==> src/rtl/mwas_pkg.sv <==
// ----------------------------------------------------------------------------
// mwas_pkg
// Shared types and constants of the maximum weight assignment solver.
// ----------------------------------------------------------------------------
package mwas_pkg;

    localparam int MAX_SIZE    = 16;
    localparam int WEIGHT_BITS = 16;
    localparam int IDX_W       = 5;   // index 0..MAX_SIZE
    localparam int ADDR_W      = 8;   // row*16+column
    localparam int POT_W       = 32;

    localparam logic signed [POT_W-1:0] SLACK_MAX = 32'sh3fff_ffff;

    // input transaction modes
    localparam logic MODE_LOAD  = 1'b0;
    localparam logic MODE_SOLVE = 1'b1;

    // controller states
    typedef enum logic [3:0] {
        ST_IDLE,
        ST_INIT,
        ST_PHASE,
        ST_SCAN,
        ST_SCAN_WAIT,
        ST_UPDATE,
        ST_AUG,
        ST_OUT_COL,
        ST_OUT_RD,
        ST_OUT_ACC,
        ST_EMIT
    } state_t;

    // commands from controller to datapath
    typedef struct packed {
        logic init_clear;      // clear potentials, owners, links
        logic phase_start;     // begin row phase, reset slack and visited
        logic visit;           // mark current column visited, latch its owner
        logic scan_eval;       // issue next weight read, evaluate previous one
        logic scan_reset;      // restart scan
        logic update;          // apply step to one column
        logic aug_step;        // one augmenting path step
        logic out_start;       // start the output column search
        logic out_find;        // search column owned by output row
        logic out_issue;       // read weight for output row
        logic out_acc;         // accumulate weight
        logic emit_next;       // advance to the next result row
    } cmd_t;

    // status from datapath to controller
    typedef struct packed {
        logic scan_done;       // scan column passed size
        logic no_next;         // no unvisited column found
        logic cur_owned;       // current column has an owner
        logic upd_done;        // update sweep done
        logic aug_done;        // path traced to column 0
        logic find_done;       // owner search done
        logic out_last;        // output row is the last one
        logic emit_last;       // result row is the last one
        logic phase_done;      // all rows processed
    } status_t;

endpackage

==> src/rtl/mwas_ctrl.sv <==
// ----------------------------------------------------------------------------
// mwas_ctrl
// Controller state machine: sequences load, solve phases and result output.
// ----------------------------------------------------------------------------
module mwas_ctrl (
    input  logic               aclk,
    input  logic               aresetn,
    input  logic               s_valid,
    input  logic               s_mode,
    output logic               s_ready,
    input  logic               m_ready,
    output logic               m_valid,
    output logic               load_en,
    input  mwas_pkg::status_t  status,
    output mwas_pkg::cmd_t     cmd
);

    mwas_pkg::state_t state_reg, state_next;

    // state register
    always_ff @(posedge aclk) begin
        if (!aresetn) begin
            state_reg <= mwas_pkg::ST_IDLE;
        end else begin
            state_reg <= state_next;
        end
    end

    // next state
    always_comb begin
        state_next = state_reg;
        unique case (state_reg)
            mwas_pkg::ST_IDLE: begin
                if (s_valid && s_mode == mwas_pkg::MODE_SOLVE) state_next = mwas_pkg::ST_INIT;
            end
            mwas_pkg::ST_INIT:      state_next = mwas_pkg::ST_PHASE;
            mwas_pkg::ST_PHASE: begin
                if (status.phase_done) state_next = mwas_pkg::ST_OUT_COL;
                else                   state_next = mwas_pkg::ST_SCAN;
            end
            mwas_pkg::ST_SCAN: begin
                state_next = mwas_pkg::ST_SCAN_WAIT;
            end
            mwas_pkg::ST_SCAN_WAIT: begin
                if (status.scan_done) begin
                    if (status.no_next) state_next = mwas_pkg::ST_AUG;
                    else                state_next = mwas_pkg::ST_UPDATE;
                end else begin
                    state_next = mwas_pkg::ST_SCAN_WAIT;
                end
            end
            mwas_pkg::ST_UPDATE: begin
                if (status.upd_done) begin
                    if (status.cur_owned) state_next = mwas_pkg::ST_SCAN;
                    else                  state_next = mwas_pkg::ST_AUG;
                end
            end
            mwas_pkg::ST_AUG: begin
                if (status.aug_done) state_next = mwas_pkg::ST_PHASE;
            end
            mwas_pkg::ST_OUT_COL: begin
                if (status.find_done) state_next = mwas_pkg::ST_OUT_RD;
            end
            mwas_pkg::ST_OUT_RD:    state_next = mwas_pkg::ST_OUT_ACC;
            mwas_pkg::ST_OUT_ACC: begin
                if (status.out_last) state_next = mwas_pkg::ST_EMIT;
                else                 state_next = mwas_pkg::ST_OUT_COL;
            end
            mwas_pkg::ST_EMIT: begin
                if (m_ready && status.emit_last) state_next = mwas_pkg::ST_IDLE;
            end
            default: state_next = mwas_pkg::ST_IDLE;
        endcase
    end

    // outputs
    always_comb begin
        cmd     = '0;
        s_ready = 1'b0;
        m_valid = 1'b0;
        load_en = 1'b0;
        unique case (state_reg)
            mwas_pkg::ST_IDLE: begin
                s_ready = 1'b1;
                load_en = s_valid && s_mode == mwas_pkg::MODE_LOAD;
            end
            mwas_pkg::ST_INIT:      cmd.init_clear  = 1'b1;
            mwas_pkg::ST_PHASE: begin
                cmd.phase_start = !status.phase_done;
                cmd.out_start   = status.phase_done;
            end
            mwas_pkg::ST_SCAN: begin
                cmd.visit      = 1'b1;
                cmd.scan_reset = 1'b1;
            end
            mwas_pkg::ST_SCAN_WAIT: cmd.scan_eval  = 1'b1;
            mwas_pkg::ST_UPDATE:    cmd.update     = 1'b1;
            mwas_pkg::ST_AUG:       cmd.aug_step   = 1'b1;
            mwas_pkg::ST_OUT_COL:   cmd.out_find   = 1'b1;
            mwas_pkg::ST_OUT_RD:    cmd.out_issue  = 1'b1;
            mwas_pkg::ST_OUT_ACC:   cmd.out_acc    = 1'b1;
            mwas_pkg::ST_EMIT: begin
                m_valid       = 1'b1;
                cmd.emit_next = m_ready;
            end
            default: ;
        endcase
    end

endmodule

==> config.mk <==
export PLATFORM = sky130hd
export DESIGN_NAME = mwas_ctrl
export DESIGN_NICKNAME = d
export VERILOG_FILES = /design/src/rtl/mwas_pkg.sv /design/src/rtl/mwas_ctrl.sv
export SDC_FILE = /design/constraint.sdc
export NUM_CORES = 1
export LEC_CHECK = 0
export BUFFER_PORTS_ARGS = -buffer_cell sky130_fd_sc_hd__buf_2
export CAP_MARGIN = 25
export CELL_PAD_IN_SITES_DETAIL_PLACEMENT = 1
export CELL_PAD_IN_SITES_GLOBAL_PLACEMENT = 1
export CORE_AREA = 2 2 44 46
export CTS_CLUSTER_SIZE = 12
export DETAILED_ROUTE_END_ITERATION = 6
export DIE_AREA = 0 0 46 48
export HOLD_SLACK_MARGIN = 0.12
export PLACE_DENSITY_LB_ADDON = 0.1
export SLEW_MARGIN = 20
export SYNTH_ARGS = -nofsm -noshare
export SYNTH_HDL_FRONTEND = slang
export SYNTH_SLANG_ARGS = --single-unit
==> constraint.sdc <==
create_clock -name aclk -period 3.7 [get_ports aclk]
set_clock_uncertainty 0.2 [all_clocks]
set_input_delay 0.185 -clock aclk [delete_from_list [all_inputs] [get_ports aclk]]
set_output_delay 0.185 -clock aclk [all_outputs]
set_load 0.02 [all_outputs]
* Word level (Yosys, flattened, before mapping)
Cells that the tools add are included.
** Cells by class
- Eq/ne operators :: 15
- Mux-type cells :: 25
- Bitwise operators :: 1
- Reductions and logical operators :: 6
** Operators with widths (count)
- $pmux W4 S11 :: 1
- $mux W4 :: 7
- $eq A4 B3 Y1 const B :: 4
- $mux W1 :: 14
- $eq A4 B4 Y1 const B :: 3
- $ne A2 B2 Y1 const B :: 5
- $eq A4 B2 Y1 const B :: 2
- $mux W3 :: 2
- $reduce_and A5 Y1 :: 1
- $eq A4 B1 Y1 const B :: 1
- $logic_not A4 Y1 :: 1
- $logic_and A1 B1 Y1 :: 3
- $mux W2 :: 1
- $logic_not A1 Y1 :: 1
- $not A1 Y1 :: 1
** Word-level totals
- Bits in registers :: 4
- Bits of input ports :: 14
- Output and inout port bits :: 15
- Logic and storage cells :: 48

* Depth between registers and ports, before layout
- Word-level depth :: 3
- Gate-level depth with buffers :: 6
- Mapped depth without buffers :: 4

* Least setup slack after synthesis
Ideal clock, no wire load.
- Path kind :: register to register
- From :: reg state_reg[1]
- To :: reg state_reg[2]
- Setup time :: 0.060 ns
- Data arrival time :: 1.447 ns
- Data required time :: 3.440 ns
- Setup slack :: 1.993 ns
- Stages on the path, launching flop included :: 5
- Path buffers :: 0
- Clock period less this slack :: 1.707 ns
- Cell sequence :: dfxtp_1 nor4_2 nand2_1 nand4_2 o2111a_1
** On the way
- Longest elaborated chain between the ends :: 3
- Elaborated cells between the ends (all ways) :: 18
- Those cells by class :: eq/ne: 15; mux: 1; reduce/logical: 2
** RTL lines
- start: declaration :: line mwas_ctrl.sv:18 : mwas_pkg::state_t state_reg, state_next;
- start signal: assignment :: line mwas_ctrl.sv:23 : state_reg <= mwas_pkg::ST_IDLE;
- start signal: assignment :: line mwas_ctrl.sv:25 : state_reg <= state_next;
- $eq A4 B4 Y1, or another cell as far along :: line mwas_ctrl.sv:32 : unique case (state_reg)
- $ne A2 B2 Y1 (no line)
- $reduce_and A5 Y1 (no line)
Parallel ways exist; a longest one is shown, timed or not.
A chain may end at the register's enable or synchronous reset.

==> impl_results.html <==
<table>
<tr><th>Metric</th><th>Value</th></tr>
<tr><th colspan="2">Global routing</th></tr>
<tr><td>Via count of the first global-routing pass</td><td>between 500 and 600</td></tr>
<tr><td>Number of antenna violations at the first check in global routing</td><td>0</td></tr>
<tr><td>Grt total ovfl</td><td>0</td></tr>
<tr><td>Largest net degree at the start of global routing</td><td>21</td></tr>
<tr><td>Total global routing track utilization</td><td>14.3%</td></tr>
<tr><td>First-pass GRT wire length</td><td>roughly 2.2 mm</td></tr>
<tr><th colspan="2">Synthesis</th></tr>
<tr><td>Register bit count reported by yosys</td><td>4</td></tr>
<tr><td>Post-Synthesis Net Count</td><td>slightly above 80</td></tr>
<tr><td>Post-Syn Area</td><td>approximately 470 sq um</td></tr>
<tr><td>Dominant cells by area after synthesis</td><td>dfxtp_1 (17%), nand2_1 (5.6%), nand2b_1 (5.3%)</td></tr>
<tr><td>Fraction of post-synthesis cell area in the top cell type by area</td><td>between 10% and 20%</td></tr>
<tr><td>Count of mapped cells out of synthesis</td><td>67</td></tr>
<tr><td>Number of warnings reported in the yosys synthesis log</td><td>0</td></tr>
<tr><td>Sequential fraction of the synthesis area</td><td>~17%</td></tr>
<tr><td>Distinct cell type count after synthesis</td><td>33</td></tr>
<tr><td>Biggest area consumer among synthesized cells</td><td>dfxtp_1</td></tr>
<tr><td>Average footprint of a synthesized cell</td><td>about 7.0 sq um</td></tr>
<tr><th colspan="2">Floorplanning</th></tr>
<tr><td>Top Ports</td><td>29</td></tr>
<tr><td>Initial core utilization</td><td>27.9%</td></tr>
<tr><td>Core area</td><td>0.00169 sq mm</td></tr>
<tr><td>Die Footprint</td><td>~0.0022 sq mm</td></tr>
<tr><td>Die width</td><td>around 46 microns</td></tr>
<tr><td>Site Rows</td><td>15</td></tr>
<tr><td>Chip height</td><td>about 48 microns</td></tr>
<tr><th colspan="2">Clock network</th></tr>
<tr><td>Clock Sinks</td><td>4</td></tr>
<tr><td>H-tree levels</td><td>1</td></tr>
<tr><td>Clock-pin slew of the registers on the worst-case setup and hold paths</td><td>approximately 40 ps</td></tr>
<tr><td>Number of gates given a new drive strength after cts</td><td>0</td></tr>
<tr><td>TritonCTS clock tree</td><td>yes</td></tr>
<tr><td>Buffer count from post-CTS setup fixing</td><td>0</td></tr>
<tr><td>Number of buffers added by the clock tree synthesis step</td><td>3</td></tr>
<tr><td>Root Buffer Master</td><td>clkbuf_4</td></tr>
<tr><td>Worst skew pair latency</td><td>about 240 ps</td></tr>
<tr><td>Max Root-Sink Buffers</td><td>2</td></tr>
<tr><th colspan="2">Route</th></tr>
<tr><td>Per-cell routed wire length</td><td>12.5 microns</td></tr>
<tr><td>Average via count per standard cell</td><td>5.23</td></tr>
<tr><td>First-pass DRT Iterations</td><td>4</td></tr>
<tr><td>Total wirelength of the detailed-routed design</td><td>around 1.4 mm</td></tr>
<tr><td>Residual DRC count</td><td>0</td></tr>
<tr><td>Number of DRC violations after detailed-routing iteration 0</td><td>11</td></tr>
<tr><td>DR vias</td><td>approximately 580</td></tr>
<tr><td>ANT nets after route</td><td>0</td></tr>
<tr><th colspan="2">STA</th></tr>
<tr><td>Number of pins exceeding their max-slew limit in the final report</td><td>0</td></tr>
<tr><td>Worst-case headroom to the max-slew limit</td><td>around three fifths</td></tr>
<tr><td>Final setup fails</td><td>0</td></tr>
<tr><td>Time the final worst path needs with I/O delays and setup</td><td>between 1500 and 2000 ps</td></tr>
<tr><td>Actual slew at the worst max-slew pin</td><td>613 ps</td></tr>
<tr><td>Final hold vios</td><td>0</td></tr>
<tr><td>Max Freq</td><td>between 500 and 600 MHz</td></tr>
<tr><td>Ratio of final minimum period to clock period</td><td>between 50% and 60%</td></tr>
<tr><td>Setup repair after global routing missed its margin</td><td>no</td></tr>
<tr><td>Setup TNS Final</td><td>0 ps</td></tr>
<tr><td>Final worst hold slack</td><td>roughly 160 ps</td></tr>
<tr><th colspan="2">Cells and area</th></tr>
<tr><td>Layout Nets</td><td>~110</td></tr>
<tr><td>Area Growth Syn to Fin</td><td>33.7%</td></tr>
<tr><td>Final standard cell utilization of the core</td><td>37.3%</td></tr>
<tr><td>Fraction of layout instances using a drive strength above 1</td><td>37.6%</td></tr>
<tr><td>Diodes inserted</td><td>0</td></tr>
<tr><td>Largest register FFs</td><td>4</td></tr>
<tr><th colspan="2">Worst setup path</th></tr>
<tr><td>Endpoint kind of the worst setup timing path</td><td>output pin</td></tr>
<tr><td>Sort of element at the start of the critical path</td><td>flip-flop</td></tr>
<tr><td>WP data required</td><td>around 3300 ps</td></tr>
<tr><td>Critical path type</td><td>flip-flop to output pin</td></tr>
<tr><td>Critical path fanouts, max</td><td>20</td></tr>
<tr><td>Data arrival time of the critical path</td><td>between 1500 and 2000 ps</td></tr>
<tr><th colspan="2">Power</th></tr>
<tr><td>Worst-case vdd ir drop</td><td>between 0.2 and 0.25 mV</td></tr>
<tr><td>Cell area power density</td><td>~630 mW/mm^2</td></tr>
<tr><td>Reported leakage power</td><td>just over 0.3 nW</td></tr>
<tr><th colspan="2">Min path</th></tr>
<tr><td>Worst min-delay path class</td><td>input pin to flip-flop</td></tr>
<tr><th colspan="2">Placed design</th></tr>
<tr><td>HPWL after detailed placement</td><td>between 1 and 1.5 mm</td></tr>
<tr><td>Global placer's final weighted congestion</td><td>slightly below 0.8</td></tr>
<tr><td># port buffers</td><td>28</td></tr>
<tr><th colspan="2">Run status</th></tr>
<tr><td>Result of the run</td><td>complete, no violations</td></tr>
<tr><th colspan="2">Job</th></tr>
<tr><td>Number of maximum-capacitance constraint violations</td><td>0</td></tr>
</table>
[Yosys cell counts]
library cell  number
a211oi_1           1
a221oi_1           1
a31oi_1            2
and2_1             1
and2b_1            1
and3_1             1
and3b_1            2
buf_2              4
buf_4              2
dfxtp_1            4
inv_1              2
inv_2              1
mux2i_1            2
nand2_1            7
nand2b_1           4
nand2b_2           1
nand3_1            2
nand4_1            1
nand4_2            1
nor2_1             5
nor3_1             4
nor3b_1            3
nor4_1             2
nor4_2             1
o2111a_1           1
o211ai_1           1
o21ai_0            2
o21ai_1            2
o22ai_1            2
o32a_1             1
or2b_1             1
or3_1              1
or3b_1             1
[routing by layer]
layer,GRT usage (%),vias to the layer above,part of all wire (%)
met5,0,-,0
met4,10.3,0,1.4
met2,23.1,22,48
met3,2.26,2,4.8
met1,17.1,252,46
li1,-,299,-
[layout by cell type, fill, tap and decap left out, types with 2 or more instances in the layout]
cell type and count:
a31oi_1 2, inv_1 2, nand2b_1 4, o22ai_1 2, nor3b_1 3, mux2i_1 2
and3b_1 2, dfxtp_1 4, o21ai_1 2, clkbuf_4 3, nor4_1 2, nand3_1 2
buf_2 28, nor3_1 4, nor2_1 5, nand2_1 7, o21ai_0 2
[power breakdown]
part	total (mW)	internal [mW]	switching, mW
clock network	0.0570	0.0365	0.0205
registers	0.119	0.0576	0.0614
logic	0.221	0.0981	0.123
[cell type report]
class / count / area (sq um)
Clock buffer: 3 / 22.5
Timing Repair Buffer: 29 / 150
Fill cell: 228 / 1060
Multi-Input combinational cell: 54 / 345
Inverter: 3 / 11.3
Sequential cell: 4 / 80.1
Tap cell: 17 / 21.3
[worst paths after layout]
check / slack (ps) / end / cells after the start / startpoint
max: 1760 / cmd[0] / 4 / state_reg[0]$_SDFFE_PN0P_
min: 160 / state_reg[2]$_SDFFE_PN0P_ / 4 / s_mode
max reg2reg: 1850 / state_reg[1]$_SDFFE_PN0P_ / 4 / state_reg[0]$_SDFFE_PN0P_
min reg2reg: 500 / state_reg[1]$_SDFFE_PN0P_ / 2 / state_reg[1]$_SDFFE_PN0P_
[through the flow]
| stage | total power, mW | worst slack, ps | instances | area [sq um] |
|---|---|---|---|---|
| 3_5_place_dp | 0.343 | 1860 | 106 | 598 |
| 2_1_floorplan | 0.288 | 1990 | 67 | 472 |
| 6_report | 0.397 | 1760 | 110 | 631 |
| 5_1_grt | 0.438 | 1610 | 110 | 631 |
| 3_3_place_gp | 0.345 | 1860 | 106 | 598 |
| 4_1_cts | 0.404 | 1750 | 110 | 631 |
[kinds of logic after synthesis]
group / synth area share (%)
AND/OR/NAND/NOR: 49.9
buffers and inverters: 9.81
multiplexers: 4.24
AO/OA/AOI/OAI: 19.1
flip-flops: 17.0
[critical path, stage by stage, from the launching register on]
cell and delay (ps):
dfxtp_1 700, nor2_1 110, and3_1 210, and2_1 150
buf_2 150
[repair_timing]
| action | in CTS | in global routing |
|---|---|---|
| hold buffers | 1 | 0 |
| endpoints found under the setup margin | 0 | 0 |
| hold endpoints to repair | 4 | 0 |
(Power assumes the default switching activity.)
